**config.mk**
```make
export PLATFORM = sky130hd
export DESIGN_NAME = postfix_expression_evaluator
export DESIGN_NICKNAME = d
export VERILOG_FILES = /design/src/rtl/pfx_pkg.sv /design/src/rtl/pfx_ram.sv /design/src/rtl/pfx_dp.sv /design/src/rtl/pfx_ctrl.sv /design/src/rtl/postfix_expression_evaluator.sv
export VERILOG_INCLUDE_DIRS = /design/src /design/src/rtl
export SDC_FILE = /design/constraint.sdc
export NUM_CORES = 2
export LEC_CHECK = 0
export BUFFER_PORTS_ARGS = -buffer_cell sky130_fd_sc_hd__buf_2
export CAP_MARGIN = 20
export CORE_ASPECT_RATIO = 1.1
export CORE_UTILIZATION = 51
export CTS_CLUSTER_DIAMETER = 100
export DETAILED_ROUTE_END_ITERATION = 16
export HOLD_SLACK_MARGIN = 0.08
export PLACE_DENSITY = 0.66
export SLEW_MARGIN = 15
export SYNTH_ARGS = -nofsm -noshare
export SYNTH_HDL_FRONTEND = slang
export SYNTH_HIERARCHICAL = 1
export SYNTH_SLANG_ARGS = --single-unit
export TNS_END_PERCENT = 5
```
**constraint.sdc**
```tcl
create_clock -name i_clk -period 21.6 [get_ports i_clk]
set_clock_uncertainty 0.05 [all_clocks]
set_input_delay 2.16 -clock i_clk [delete_from_list [all_inputs] [get_ports i_clk]]
set_output_delay 2.16 -clock i_clk [all_outputs]
set_load 0.05 [all_outputs]
```
**src/rtl/postfix_expression_evaluator_defines.svh**
```systemverilog
// assertion macros for the postfix expression evaluator
`ifndef POSTFIX_EXPRESSION_EVALUATOR_DEFINES_SVH
`define POSTFIX_EXPRESSION_EVALUATOR_DEFINES_SVH

`ifndef SYNTHESIS
`define PFX_ASSERT_IMP(label, clk, rst_n, pre, post) \
    label: assert property (@(posedge clk) disable iff (!(rst_n)) (pre) |-> (post)) \
        else $error("same-cycle check failed");
`define PFX_ASSERT_NXT(label, clk, rst_n, pre, post) \
    label: assert property (@(posedge clk) disable iff (!(rst_n)) (pre) |=> (post)) \
        else $error("next-cycle check failed");
`else
`define PFX_ASSERT_IMP(label, clk, rst_n, pre, post)
`define PFX_ASSERT_NXT(label, clk, rst_n, pre, post)
`endif

`endif

```
**src/rtl/pfx_pkg.sv**
```systemverilog
// shared types, codes and helpers of the postfix evaluator
`default_nettype none
package pfx_pkg;

    localparam int PFX_STACK_DEPTH = 16;

    localparam logic [7:0] SYM_END   = 8'h00;
    localparam logic [7:0] SYM_ZERO  = 8'h30;
    localparam logic [7:0] SYM_NINE  = 8'h39;
    localparam logic [7:0] SYM_PLUS  = 8'h2B;
    localparam logic [7:0] SYM_MINUS = 8'h2D;
    localparam logic [7:0] SYM_STAR  = 8'h2A;
    localparam logic [7:0] SYM_SLASH = 8'h2F;
    localparam logic [7:0] SYM_POW   = 8'h24;

    localparam logic [1:0] STATUS_OK      = 2'd0;
    localparam logic [1:0] STATUS_ILLEGAL = 2'd1;
    localparam logic [1:0] STATUS_MATH    = 2'd2;

    localparam logic signed [31:0] VAL_MAX = 32'sh7FFF_FFFF;
    localparam logic signed [31:0] VAL_MIN = 32'sh8000_0000;
    localparam logic signed [31:0] VAL_EMPTY = -32'sd1;

    typedef enum logic [1:0] {SC_DIGIT, SC_OPER, SC_END, SC_ILLEGAL} t_sym_class;
    typedef enum logic [2:0] {OP_ADD, OP_SUB, OP_MUL, OP_DIV, OP_POW} t_op;

    typedef enum logic [3:0] {
        DP_NOP, DP_DIGIT, DP_LOAD_B, DP_LOAD_A, DP_ADDSUB, DP_MUL, DP_MUL_FIX,
        DP_DIV_INIT, DP_DIV_STEP, DP_DIV_FIX, DP_POW_INIT, DP_POW_STEP,
        DP_POW_FIX, DP_PUSH, DP_TERM, DP_ILL
    } t_dpop;

    typedef enum logic [3:0] {
        S_IDLE, S_OP_B, S_OP_A, S_EXEC, S_MUL_FIX, S_DIV_STEP, S_DIV_FIX,
        S_POW_STEP, S_POW_FIX, S_PUSH, S_TERM, S_ILL
    } t_state;

    typedef struct packed {
        t_dpop dpop;
        t_op   op;
        logic  rd_second;
    } t_cmd;

    typedef struct packed {
        logic out_free;
        logic div_zero;
        logic pow_trivial;
        logic pow_done;
        logic div_last;
    } t_dp_status;

    function automatic t_sym_class f_class(input logic [7:0] sym);
        t_sym_class c;
        if (sym >= SYM_ZERO && sym <= SYM_NINE) begin
            c = SC_DIGIT;
        end else if (sym == SYM_PLUS || sym == SYM_MINUS || sym == SYM_STAR ||
                     sym == SYM_SLASH || sym == SYM_POW) begin
            c = SC_OPER;
        end else if (sym == SYM_END) begin
            c = SC_END;
        end else begin
            c = SC_ILLEGAL;
        end
        return c;
    endfunction

    function automatic t_op f_op(input logic [7:0] sym);
        t_op o;
        if (sym == SYM_PLUS) begin
            o = OP_ADD;
        end else if (sym == SYM_MINUS) begin
            o = OP_SUB;
        end else if (sym == SYM_STAR) begin
            o = OP_MUL;
        end else if (sym == SYM_SLASH) begin
            o = OP_DIV;
        end else begin
            o = OP_POW;
        end
        return o;
    endfunction

    function automatic logic [31:0] f_mag(input logic signed [31:0] x);
        return x[31] ? 32'(-x) : 32'(x);
    endfunction

endpackage
`default_nettype wire

```
**src/rtl/pfx_ram.sv**
```systemverilog
// generic single-write single-read ram with registered read
`default_nettype none
module pfx_ram #(
    parameter int WIDTH = 32,
    parameter int DEPTH = pfx_pkg::PFX_STACK_DEPTH
) (
    input  wire logic                     i_clk,
    input  wire logic                     i_we,
    input  wire logic [$clog2(DEPTH)-1:0] i_waddr,
    input  wire logic [WIDTH-1:0]         i_wdata,
    input  wire logic [$clog2(DEPTH)-1:0] i_raddr,
    output logic      [WIDTH-1:0]         o_rdata
);
    logic [WIDTH-1:0] r_mem [DEPTH];

    always_ff @(posedge i_clk) begin
        if (i_we) begin
            r_mem[i_waddr] <= i_wdata;
        end
        o_rdata <= r_mem[i_raddr];
    end
endmodule
`default_nettype wire

```
**src/rtl/pfx_dp.sv**
```systemverilog
// datapath: operand stack, arithmetic units and result register
`default_nettype none
module pfx_dp #(
    parameter int STACK_DEPTH = pfx_pkg::PFX_STACK_DEPTH
) (
    input  wire logic               i_clk,
    input  wire logic               i_rst_n,
    input  wire pfx_pkg::t_cmd      i_cmd,
    output pfx_pkg::t_dp_status     o_dp_status,
    input  wire logic [7:0]         i_symbol,
    input  wire logic               i_out_stall,
    output logic                    o_out_valid,
    output logic signed [31:0]      o_value,
    output logic [1:0]              o_status
);
    import pfx_pkg::*;

    localparam int AW = $clog2(STACK_DEPTH);
    localparam int CW = $clog2(STACK_DEPTH + 1);

    logic [CW-1:0]      r_cnt;
    logic               r_err;
    logic               r_ov;
    logic signed [31:0] r_a, r_b, r_res, r_val;
    logic [31:0]        r_ma, r_mb, r_q, r_rem;
    logic [63:0]        r_prod;
    logic [32:0]        r_m;
    logic [5:0]         r_iter;
    logic [1:0]         r_st;

    logic [CW-1:0]      cnt_m1, cnt_m2;
    logic               full, ge1, ge2;
    logic               we;
    logic [AW-1:0]      raddr;
    logic [31:0]        wdata, rdata;
    logic signed [31:0] digit, pop_b, pop_a;
    logic [31:0]        mul_x, mul_y;
    logic [63:0]        mul_p;
    logic signed [32:0] s33;
    logic signed [31:0] addsub_sat, mul_fix, div_fix, pow_fix, pow_triv_val;
    logic [32:0]        trial, diff;
    logic               qbit, pow_zero_neg;

    assign cnt_m1 = r_cnt - CW'(1);
    assign cnt_m2 = r_cnt - CW'(2);
    assign full   = (r_cnt == CW'(STACK_DEPTH));
    assign ge1    = (r_cnt != '0);
    assign ge2    = (r_cnt >= CW'(2));
    assign raddr  = i_cmd.rd_second ? cnt_m2[AW-1:0] : cnt_m1[AW-1:0];
    assign digit  = signed'({24'd0, 8'(i_symbol - SYM_ZERO)});
    assign we     = !full && (i_cmd.dpop == DP_DIGIT || i_cmd.dpop == DP_PUSH);
    assign wdata  = (i_cmd.dpop == DP_DIGIT) ? digit : r_res;
    assign pop_b  = ge1 ? signed'(rdata) : VAL_EMPTY;
    assign pop_a  = ge2 ? signed'(rdata) : VAL_EMPTY;

    pfx_ram #(.WIDTH(32), .DEPTH(STACK_DEPTH)) u_stack (
        .i_clk   (i_clk),
        .i_we    (we),
        .i_waddr (r_cnt[AW-1:0]),
        .i_wdata (wdata),
        .i_raddr (raddr),
        .o_rdata (rdata)
    );

    // one shared unsigned multiplier for products and power steps
    assign mul_x = (i_cmd.dpop == DP_POW_STEP) ? r_m[31:0] : r_ma;
    assign mul_y = (i_cmd.dpop == DP_POW_STEP) ? r_ma : r_mb;
    assign mul_p = mul_x * mul_y;

    always_comb begin
        if (i_cmd.op == OP_SUB) begin
            s33 = {r_a[31], r_a} - {r_b[31], r_b};
        end else begin
            s33 = {r_a[31], r_a} + {r_b[31], r_b};
        end
        if (s33[32] != s33[31]) begin
            addsub_sat = s33[32] ? VAL_MIN : VAL_MAX;
        end else begin
            addsub_sat = s33[31:0];
        end
    end

    always_comb begin
        if (r_a[31] ^ r_b[31]) begin
            mul_fix = (r_prod > 64'h8000_0000) ? VAL_MIN : signed'(32'(-r_prod[31:0]));
        end else begin
            mul_fix = (r_prod > 64'h7FFF_FFFF) ? VAL_MAX : signed'(r_prod[31:0]);
        end
    end

    assign trial = {r_rem, r_q[31]};
    assign diff  = trial - {1'b0, r_mb};
    assign qbit  = (trial >= {1'b0, r_mb});

    always_comb begin
        if (r_a[31] ^ r_b[31]) begin
            div_fix = signed'(32'(-r_q));
        end else begin
            div_fix = (r_q == 32'h8000_0000) ? VAL_MAX : signed'(r_q);
        end
    end

    assign pow_zero_neg = (r_a == 0) && r_b[31];

    always_comb begin
        if (r_b == 0) begin
            pow_triv_val = 32'sd1;
        end else if (r_a == 0) begin
            pow_triv_val = 32'sd0;
        end else if (r_a == 32'sd1) begin
            pow_triv_val = 32'sd1;
        end else if (r_a == -32'sd1) begin
            pow_triv_val = r_b[0] ? -32'sd1 : 32'sd1;
        end else begin
            pow_triv_val = 32'sd0;
        end
    end

    always_comb begin
        if (r_a[31] && r_b[0]) begin
            pow_fix = (r_m > 33'h0_8000_0000) ? VAL_MIN : signed'(32'(-r_m[31:0]));
        end else begin
            pow_fix = (r_m > 33'h0_7FFF_FFFF) ? VAL_MAX : signed'(r_m[31:0]);
        end
    end

    assign o_dp_status.out_free    = !r_ov || !i_out_stall;
    assign o_dp_status.div_zero    = (r_b == 0);
    assign o_dp_status.pow_trivial = (r_b == 0) || (r_a == 0) || (r_a == 32'sd1) ||
                                     (r_a == -32'sd1) || r_b[31];
    assign o_dp_status.pow_done    = (32'(r_iter) >= unsigned'(r_b)) ||
                                     (r_m > 33'h0_8000_0000);
    assign o_dp_status.div_last    = (r_iter == 6'd31);

    always_ff @(posedge i_clk) begin
        if (!i_rst_n) begin
            r_cnt <= '0;
            r_err <= 1'b0;
            r_ov  <= 1'b0;
        end else begin
            // a new result loads the slot, otherwise it empties once taken
            r_ov <= (i_cmd.dpop == DP_TERM) || (i_cmd.dpop == DP_ILL) ||
                    (r_ov && i_out_stall);
            unique case (i_cmd.dpop)
                DP_DIGIT, DP_PUSH: begin
                    if (!full) begin
                        r_cnt <= r_cnt + CW'(1);
                    end
                end
                DP_LOAD_A: r_cnt <= ge2 ? cnt_m2 : '0;
                DP_DIV_INIT: begin
                    if (r_b == 0) begin
                        r_err <= 1'b1;
                    end
                end
                DP_POW_INIT: begin
                    if (pow_zero_neg) begin
                        r_err <= 1'b1;
                    end
                end
                DP_TERM, DP_ILL: begin
                    r_cnt <= '0;
                    r_err <= 1'b0;
                end
                default: ;
            endcase
        end
    end

    always_ff @(posedge i_clk) begin
        unique case (i_cmd.dpop)
            DP_LOAD_B: begin
                r_b  <= pop_b;
                r_mb <= f_mag(pop_b);
            end
            DP_LOAD_A: begin
                r_a  <= pop_a;
                r_ma <= f_mag(pop_a);
            end
            DP_ADDSUB:  r_res  <= addsub_sat;
            DP_MUL:     r_prod <= mul_p;
            DP_MUL_FIX: r_res  <= mul_fix;
            DP_DIV_INIT: begin
                r_res  <= '0;
                r_q    <= r_ma;
                r_rem  <= '0;
                r_iter <= '0;
            end
            DP_DIV_STEP: begin
                r_q    <= {r_q[30:0], qbit};
                r_rem  <= qbit ? diff[31:0] : trial[31:0];
                r_iter <= r_iter + 6'd1;
            end
            DP_DIV_FIX: r_res <= div_fix;
            DP_POW_INIT: begin
                r_res  <= pow_triv_val;
                r_m    <= 33'd1;
                r_iter <= '0;
            end
            DP_POW_STEP: begin
                if (!o_dp_status.pow_done) begin
                    r_m    <= (mul_p > 64'h8000_0000) ? 33'h0_8000_0001 : mul_p[32:0];
                    r_iter <= r_iter + 6'd1;
                end
            end
            DP_POW_FIX: r_res <= pow_fix;
            DP_TERM: begin
                r_val <= pop_b;
                r_st  <= r_err ? STATUS_MATH : STATUS_OK;
            end
            DP_ILL: begin
                r_val <= '0;
                r_st  <= STATUS_ILLEGAL;
            end
            default: ;
        endcase
    end

    assign o_out_valid = r_ov;
    assign o_value     = r_val;
    assign o_status    = r_st;
endmodule
`default_nettype wire

```
**src/rtl/pfx_ctrl.sv**
```systemverilog
// controller state machine sequencing pops, arithmetic and results
`default_nettype none
module pfx_ctrl (
    input  wire logic                i_clk,
    input  wire logic                i_rst_n,
    input  wire logic                i_in_valid,
    input  wire logic [7:0]          i_symbol,
    output logic                     o_in_stall,
    input  wire pfx_pkg::t_dp_status i_dp_status,
    output pfx_pkg::t_cmd            o_cmd
);
    import pfx_pkg::*;

    t_state     r_state, n_state;
    t_op        r_op, n_op;
    t_sym_class cls;

    assign cls = f_class(i_symbol);

    always_ff @(posedge i_clk) begin
        if (!i_rst_n) begin
            r_state <= S_IDLE;
            r_op    <= OP_ADD;
        end else begin
            r_state <= n_state;
            r_op    <= n_op;
        end
    end

    // next state
    always_comb begin
        n_state = r_state;
        n_op    = r_op;
        unique case (r_state)
            S_IDLE: begin
                if (i_in_valid) begin
                    unique case (cls)
                        SC_DIGIT: n_state = S_IDLE;
                        SC_OPER: begin
                            n_state = S_OP_B;
                            n_op    = f_op(i_symbol);
                        end
                        SC_END:     n_state = S_TERM;
                        SC_ILLEGAL: n_state = S_ILL;
                    endcase
                end
            end
            S_OP_B: n_state = S_OP_A;
            S_OP_A: n_state = S_EXEC;
            S_EXEC: begin
                unique case (r_op)
                    OP_ADD, OP_SUB: n_state = S_PUSH;
                    OP_MUL:         n_state = S_MUL_FIX;
                    OP_DIV: n_state = i_dp_status.div_zero ? S_PUSH : S_DIV_STEP;
                    OP_POW: n_state = i_dp_status.pow_trivial ? S_PUSH : S_POW_STEP;
                    default:        n_state = S_PUSH;
                endcase
            end
            S_MUL_FIX: n_state = S_PUSH;
            S_DIV_STEP: begin
                if (i_dp_status.div_last) begin
                    n_state = S_DIV_FIX;
                end
            end
            S_DIV_FIX: n_state = S_PUSH;
            S_POW_STEP: begin
                if (i_dp_status.pow_done) begin
                    n_state = S_POW_FIX;
                end
            end
            S_POW_FIX: n_state = S_PUSH;
            S_PUSH:    n_state = S_IDLE;
            S_TERM, S_ILL: begin
                if (i_dp_status.out_free) begin
                    n_state = S_IDLE;
                end
            end
            default: n_state = S_IDLE;
        endcase
    end

    // outputs
    always_comb begin
        o_in_stall      = (r_state != S_IDLE);
        o_cmd.dpop      = DP_NOP;
        o_cmd.op        = r_op;
        o_cmd.rd_second = 1'b0;
        unique case (r_state)
            S_IDLE: begin
                if (i_in_valid && cls == SC_DIGIT) begin
                    o_cmd.dpop = DP_DIGIT;
                end
            end
            S_OP_B: begin
                o_cmd.dpop      = DP_LOAD_B;
                o_cmd.rd_second = 1'b1;
            end
            S_OP_A: o_cmd.dpop = DP_LOAD_A;
            S_EXEC: begin
                unique case (r_op)
                    OP_ADD, OP_SUB: o_cmd.dpop = DP_ADDSUB;
                    OP_MUL:         o_cmd.dpop = DP_MUL;
                    OP_DIV:         o_cmd.dpop = DP_DIV_INIT;
                    OP_POW:         o_cmd.dpop = DP_POW_INIT;
                    default:        o_cmd.dpop = DP_NOP;
                endcase
            end
            S_MUL_FIX:  o_cmd.dpop = DP_MUL_FIX;
            S_DIV_STEP: o_cmd.dpop = DP_DIV_STEP;
            S_DIV_FIX:  o_cmd.dpop = DP_DIV_FIX;
            S_POW_STEP: o_cmd.dpop = DP_POW_STEP;
            S_POW_FIX:  o_cmd.dpop = DP_POW_FIX;
            S_PUSH:     o_cmd.dpop = DP_PUSH;
            S_TERM: begin
                if (i_dp_status.out_free) begin
                    o_cmd.dpop = DP_TERM;
                end
            end
            S_ILL: begin
                if (i_dp_status.out_free) begin
                    o_cmd.dpop = DP_ILL;
                end
            end
            default: o_cmd.dpop = DP_NOP;
        endcase
    end
endmodule
`default_nettype wire

```
**src/rtl/postfix_expression_evaluator.sv**
```systemverilog
// top level of the postfix expression evaluator
// usage:
//   input channel: one ascii symbol per beat on i_symbol, taken when i_in_valid
//   is high and o_in_stall is low. digits push, + - * / $ pop two operands and
//   push the saturated result, the zero symbol ends the expression, anything
//   else is rejected.
//   output channel: one beat per end symbol or rejected symbol, o_value and
//   o_status held in an output register until taken (o_out_valid high, i_out_stall
//   low). a held result does not block digits or operators.
// work per symbol:
//   multiply: two reads through the registered
//   stack ram, then the shared 32x32 multiplier and a saturation stage.
//   divide: the radix-2 divider loop doing one quotient bit a cycle.
//   power: one multiply per cycle of the repeated multiply loop
//   until the exponent is used up or the magnitude passes 2^31.
//   end or rejected symbol: waits while the previous result is
//   still stalled in the output register.
// reset: synchronous active-low, empties the stack, clears the error flag and
//   the output valid flag; stack contents and the held value are not cleared.
`default_nettype none
module postfix_expression_evaluator
    #(
    parameter int STACK_DEPTH = pfx_pkg::PFX_STACK_DEPTH
) (
    input  wire logic          i_clk,
    input  wire logic          i_rst_n,
    input  wire logic          i_in_valid,
    output logic               o_in_stall,
    input  wire logic [7:0]    i_symbol,
    output logic               o_out_valid,
    input  wire logic          i_out_stall,
    output logic signed [31:0] o_value,
    output logic [1:0]         o_status
);
    import pfx_pkg::*;

    t_cmd       cmd;
    t_dp_status dp_status;

    // sequencer
    pfx_ctrl u_ctrl (
        .i_clk       (i_clk),
        .i_rst_n     (i_rst_n),
        .i_in_valid  (i_in_valid),
        .i_symbol    (i_symbol),
        .o_in_stall  (o_in_stall),
        .i_dp_status (dp_status),
        .o_cmd       (cmd)
    );

    // stack, arithmetic and output register
    pfx_dp #(.STACK_DEPTH(STACK_DEPTH)) u_dp (
        .i_clk       (i_clk),
        .i_rst_n     (i_rst_n),
        .i_cmd       (cmd),
        .o_dp_status (dp_status),
        .i_symbol    (i_symbol),
        .i_out_stall (i_out_stall),
        .o_out_valid (o_out_valid),
        .o_value     (o_value),
        .o_status    (o_status)
    );

`include "postfix_expression_evaluator_defines.svh"

    // a result is only written when the output slot is free
    `PFX_ASSERT_IMP(a_load_free, i_clk, i_rst_n, (cmd.dpop == DP_TERM || cmd.dpop == DP_ILL), dp_status.out_free)
    // a loaded result shows up as a valid beat next cycle
    `PFX_ASSERT_NXT(a_load_shows, i_clk, i_rst_n, (cmd.dpop == DP_TERM || cmd.dpop == DP_ILL), o_out_valid)
    // while input is open the datapath does at most a digit push
    `PFX_ASSERT_IMP(a_idle_quiet, i_clk, i_rst_n, !o_in_stall, (cmd.dpop == DP_NOP || cmd.dpop == DP_DIGIT))

endmodule
`default_nettype wire
```
==> reports/qor.yml <==
critical_path:
  cp_data_arrival_time_ns: 15.11
  startpoint_type: "input port"
  crit_required_ns: 22.00
  cp-end-kind: "flop"
  crit_type: "input port to flop"
  crit_fanout: 58
  cpPeakStageDelay_ns: 0.93
  slowest_stage: "mux2i_4"
  cpMostUsedCell: "fa_1"
sta:
  period_share_pct: 68.1
  slew_headroom_pct: 17.9
  setup_violations: 0
  hold_violations: 0
  slew_viol_final: 0
  worstMarginPinSlew_ns: 1.20
  fmax_mhz: 68.0
  finalCriticalPeriod_ns: 14.72
  setup_tns_ns: 0
  rsz0062_at_grt: "no"
synth:
  avgSynthCellArea_um2: 10.4
  synthesis.area_um2: 77500
  yosys.area_share.adder_pct: 28.8
  ys_ff_latch: 917
  synth_top_family_by_area: "adder cells"
  yosys.cell_types.count: 98
  synthMuxAreaShare_pct: 4.94
  syn-num-nets: 8694
  yosys.area_share.xor_xnor_pct: 2.19
  yosysWarnings: 6
  yosysSeqAreaShare_pct: 34.9
  synth-compound-area-share_pct: 8.03
  synth_ff_type: "edfxtp_1"
  syn_inst: 7435
  ys_async_sr_fraction_pct: 0
  synthSimpleGateAreaFrac_pct: 14.1
  synth_edf_count: 871
route:
  drc: 0
  routed_wl_um: 266000
  wire_per_inst_um: 28.2
  vias_per_cell: 6.12
  drt_iter0_drc: 5707
  vias: 57900
  ant_nets: 0
  first_pass_iters: 8
die:
  ioPinCount: 48
  num_rows: 149
  initial_core_util_pct: 51.5
  die-height_um: 411
  dieArea_um2: 154000
  core_region_area_um2: 150000
  die_w_um: 374
global_routing:
  grt_antenna_before_repair: 15
  grt_overflow: 0
  grt_first_pass_wirelength_um: 390000
  grt_pass1_vias: 59300
  groute.usage.overall_pct: 34.8
  grt_max_degree: 129
clock_network:
  htreeDepth: 3
  cts_buffers: 92
  clock_path_buffers: 3
  insertion_delay_ns: 0.73
  cts_hold_repair.buffers: 0
  cts_tree: "built"
  cts_root_buf: "clkbuf_16"
  post-cts-setup-buffers: 0
  path_clk_slew_ns: 0.06
  cts_resized: 0
  cts.sinks: 917
run:
  cap_violations: 0
placement:
  place.gp.congestion: 1.01
  port_buffers: 47
  dp_hpwl_um: 199000
final_layout:
  final_cell_mix: "1073 x inv_1, 993 x nand2_1, 898 x fa_1"
  multiInputGateArea_um2: 45500
  final_common_cell: "inv_1"
  regArea_um2: 27100
  layout.nets: 8665
  syn_to_final_growth_pct: 8.15
  drive_above_1_share_pct: 9.13
  n_fill_cell: 13000
run_status:
  status: "finished clean"
hold_path:
  hold_class: "flop to flop"
[synth_stat cells, types with 51 or more instances]
master / instances / area share (%)
nand2b_1: 55 / 0.44
xnor2_1: 111 / 1.3
nand4_1: 54 / 0.44
a22oi_1: 69 / 0.67
nor3_1: 93 / 0.60
xor2_1: 83 / 0.94
edfxtp_1: 871 / 34
o22ai_1: 51 / 0.41
o21ai_0: 196 / 1.3
clkbuf_1: 295 / 1.4
a31oi_1: 55 / 0.44
inv_1: 1074 / 5.2
mux4_2: 128 / 3.7
ha_1: 349 / 5.6
mux2i_1: 91 / 1.2
nand2_1: 995 / 4.8
a21oi_1: 237 / 1.5
nand3_1: 66 / 0.43
nor2_1: 858 / 4.2
fa_1: 898 / 23
[per-layer routing]
metal	routed length, um	track usage (%)	share of wire [%]
met5	74	0	0.028
met4	23200	25.3	8.7
met3	22000	6.66	8.3
met2	127000	57.9	48
met1	93800	40.6	35
[final cells by class]
| cell class | count | area share, % |
|---|---|---|
| clock inverters | 51 | 0.749 |
| inverters | 1074 | 4.81 |
| flip-flops and latches | 917 | 32.3 |
| diodes | 3 | 0.00895 |
| clock buffers | 119 | 2.94 |
| well taps | 1963 | 2.93 |
| repair buffers | 232 | 1.97 |
| multi-input cells | 5089 | 54.3 |
[critical path, delay by kind of cell]
family                   cells  cell delay (ns)
adder cells (fa/ha/maj)      9             4.89
AND/OR/NAND/NOR             11             2.92
buffers and inverters        8             2.20
AO/OA/AOI/OAI                7             1.90
multiplexers                 1             0.93
[cells by family after synthesis]
family,after synthesis
AO/OA/AOI/OAI,968
XOR/XNOR,194
adder cells (fa/ha/maj),1248
buffers and inverters,1429
flip-flops,917
multiplexers,222
other,1
AND/OR/NAND/NOR,2456
[through the flow]
stage / cell area (um2) / hold WS [ns] / cells / util, % / setup WS [ns]
2_1_floorplan: 77500 / 0.394 / 7435 / - / 8.95
3_3_place_gp: 80700 / 0.433 / 9271 / 53.7 / 6.41
3_5_place_dp: 80700 / 0.427 / 9272 / 53.7 / 6.29
4_1_cts: 83800 / 0.456 / 9442 / 55.7 / 7.00
5_1_grt: 83900 / 0.476 / 9445 / 55.7 / 6.21
6_report: 83900 / 0.467 / 9448 / 55.7 / 6.88
[sequential cells by signal (all words and copies together), names as in the netlist, 2 cells and up]
name                  flops
u_ctrl/r_op               3
u_dp/r_iter               6
u_dp/r_rem               32
u_dp/r_a                 32
u_ctrl/r_state            4
u_dp/r_cnt                5
u_dp/r_prod              64
u_dp/r_ma                31
u_dp/r_m                 33
u_dp/u_stack/o_rdata     32
u_dp/o_status             2
u_dp/r_res               32
u_dp/r_q                 32
u_dp/r_b                 32
u_dp/r_mb                31
u_dp/o_value             32
u_dp/u_stack/r_mem      512
[final timing paths]
| path | startpoint | end | slack, ns | cells after the start |
|---|---|---|---|---|
| worst min-delay path | u_dp/r_err$_SDFFE_PN0P_ | u_dp/r_err$_SDFFE_PN0P_ | 0.47 | 2 |
| worst min register to register | u_dp/r_err$_SDFFE_PN0P_ | u_dp/r_err$_SDFFE_PN0P_ | 0.47 | 2 |
| worst max-delay path | i_out_stall | u_dp/r_m[0]$_SDFFCE_PN1P_ | 6.88 | 36 |
| worst max register to register | u_ctrl/r_state[0]$_SDFFE_PN0P_ | u_dp/r_m[0]$_SDFFCE_PN1P_ | 7.54 | 35 |
Power is not shown: default switching activity piles up to over one toggle a cycle in this logic, so the estimate is an artifact.
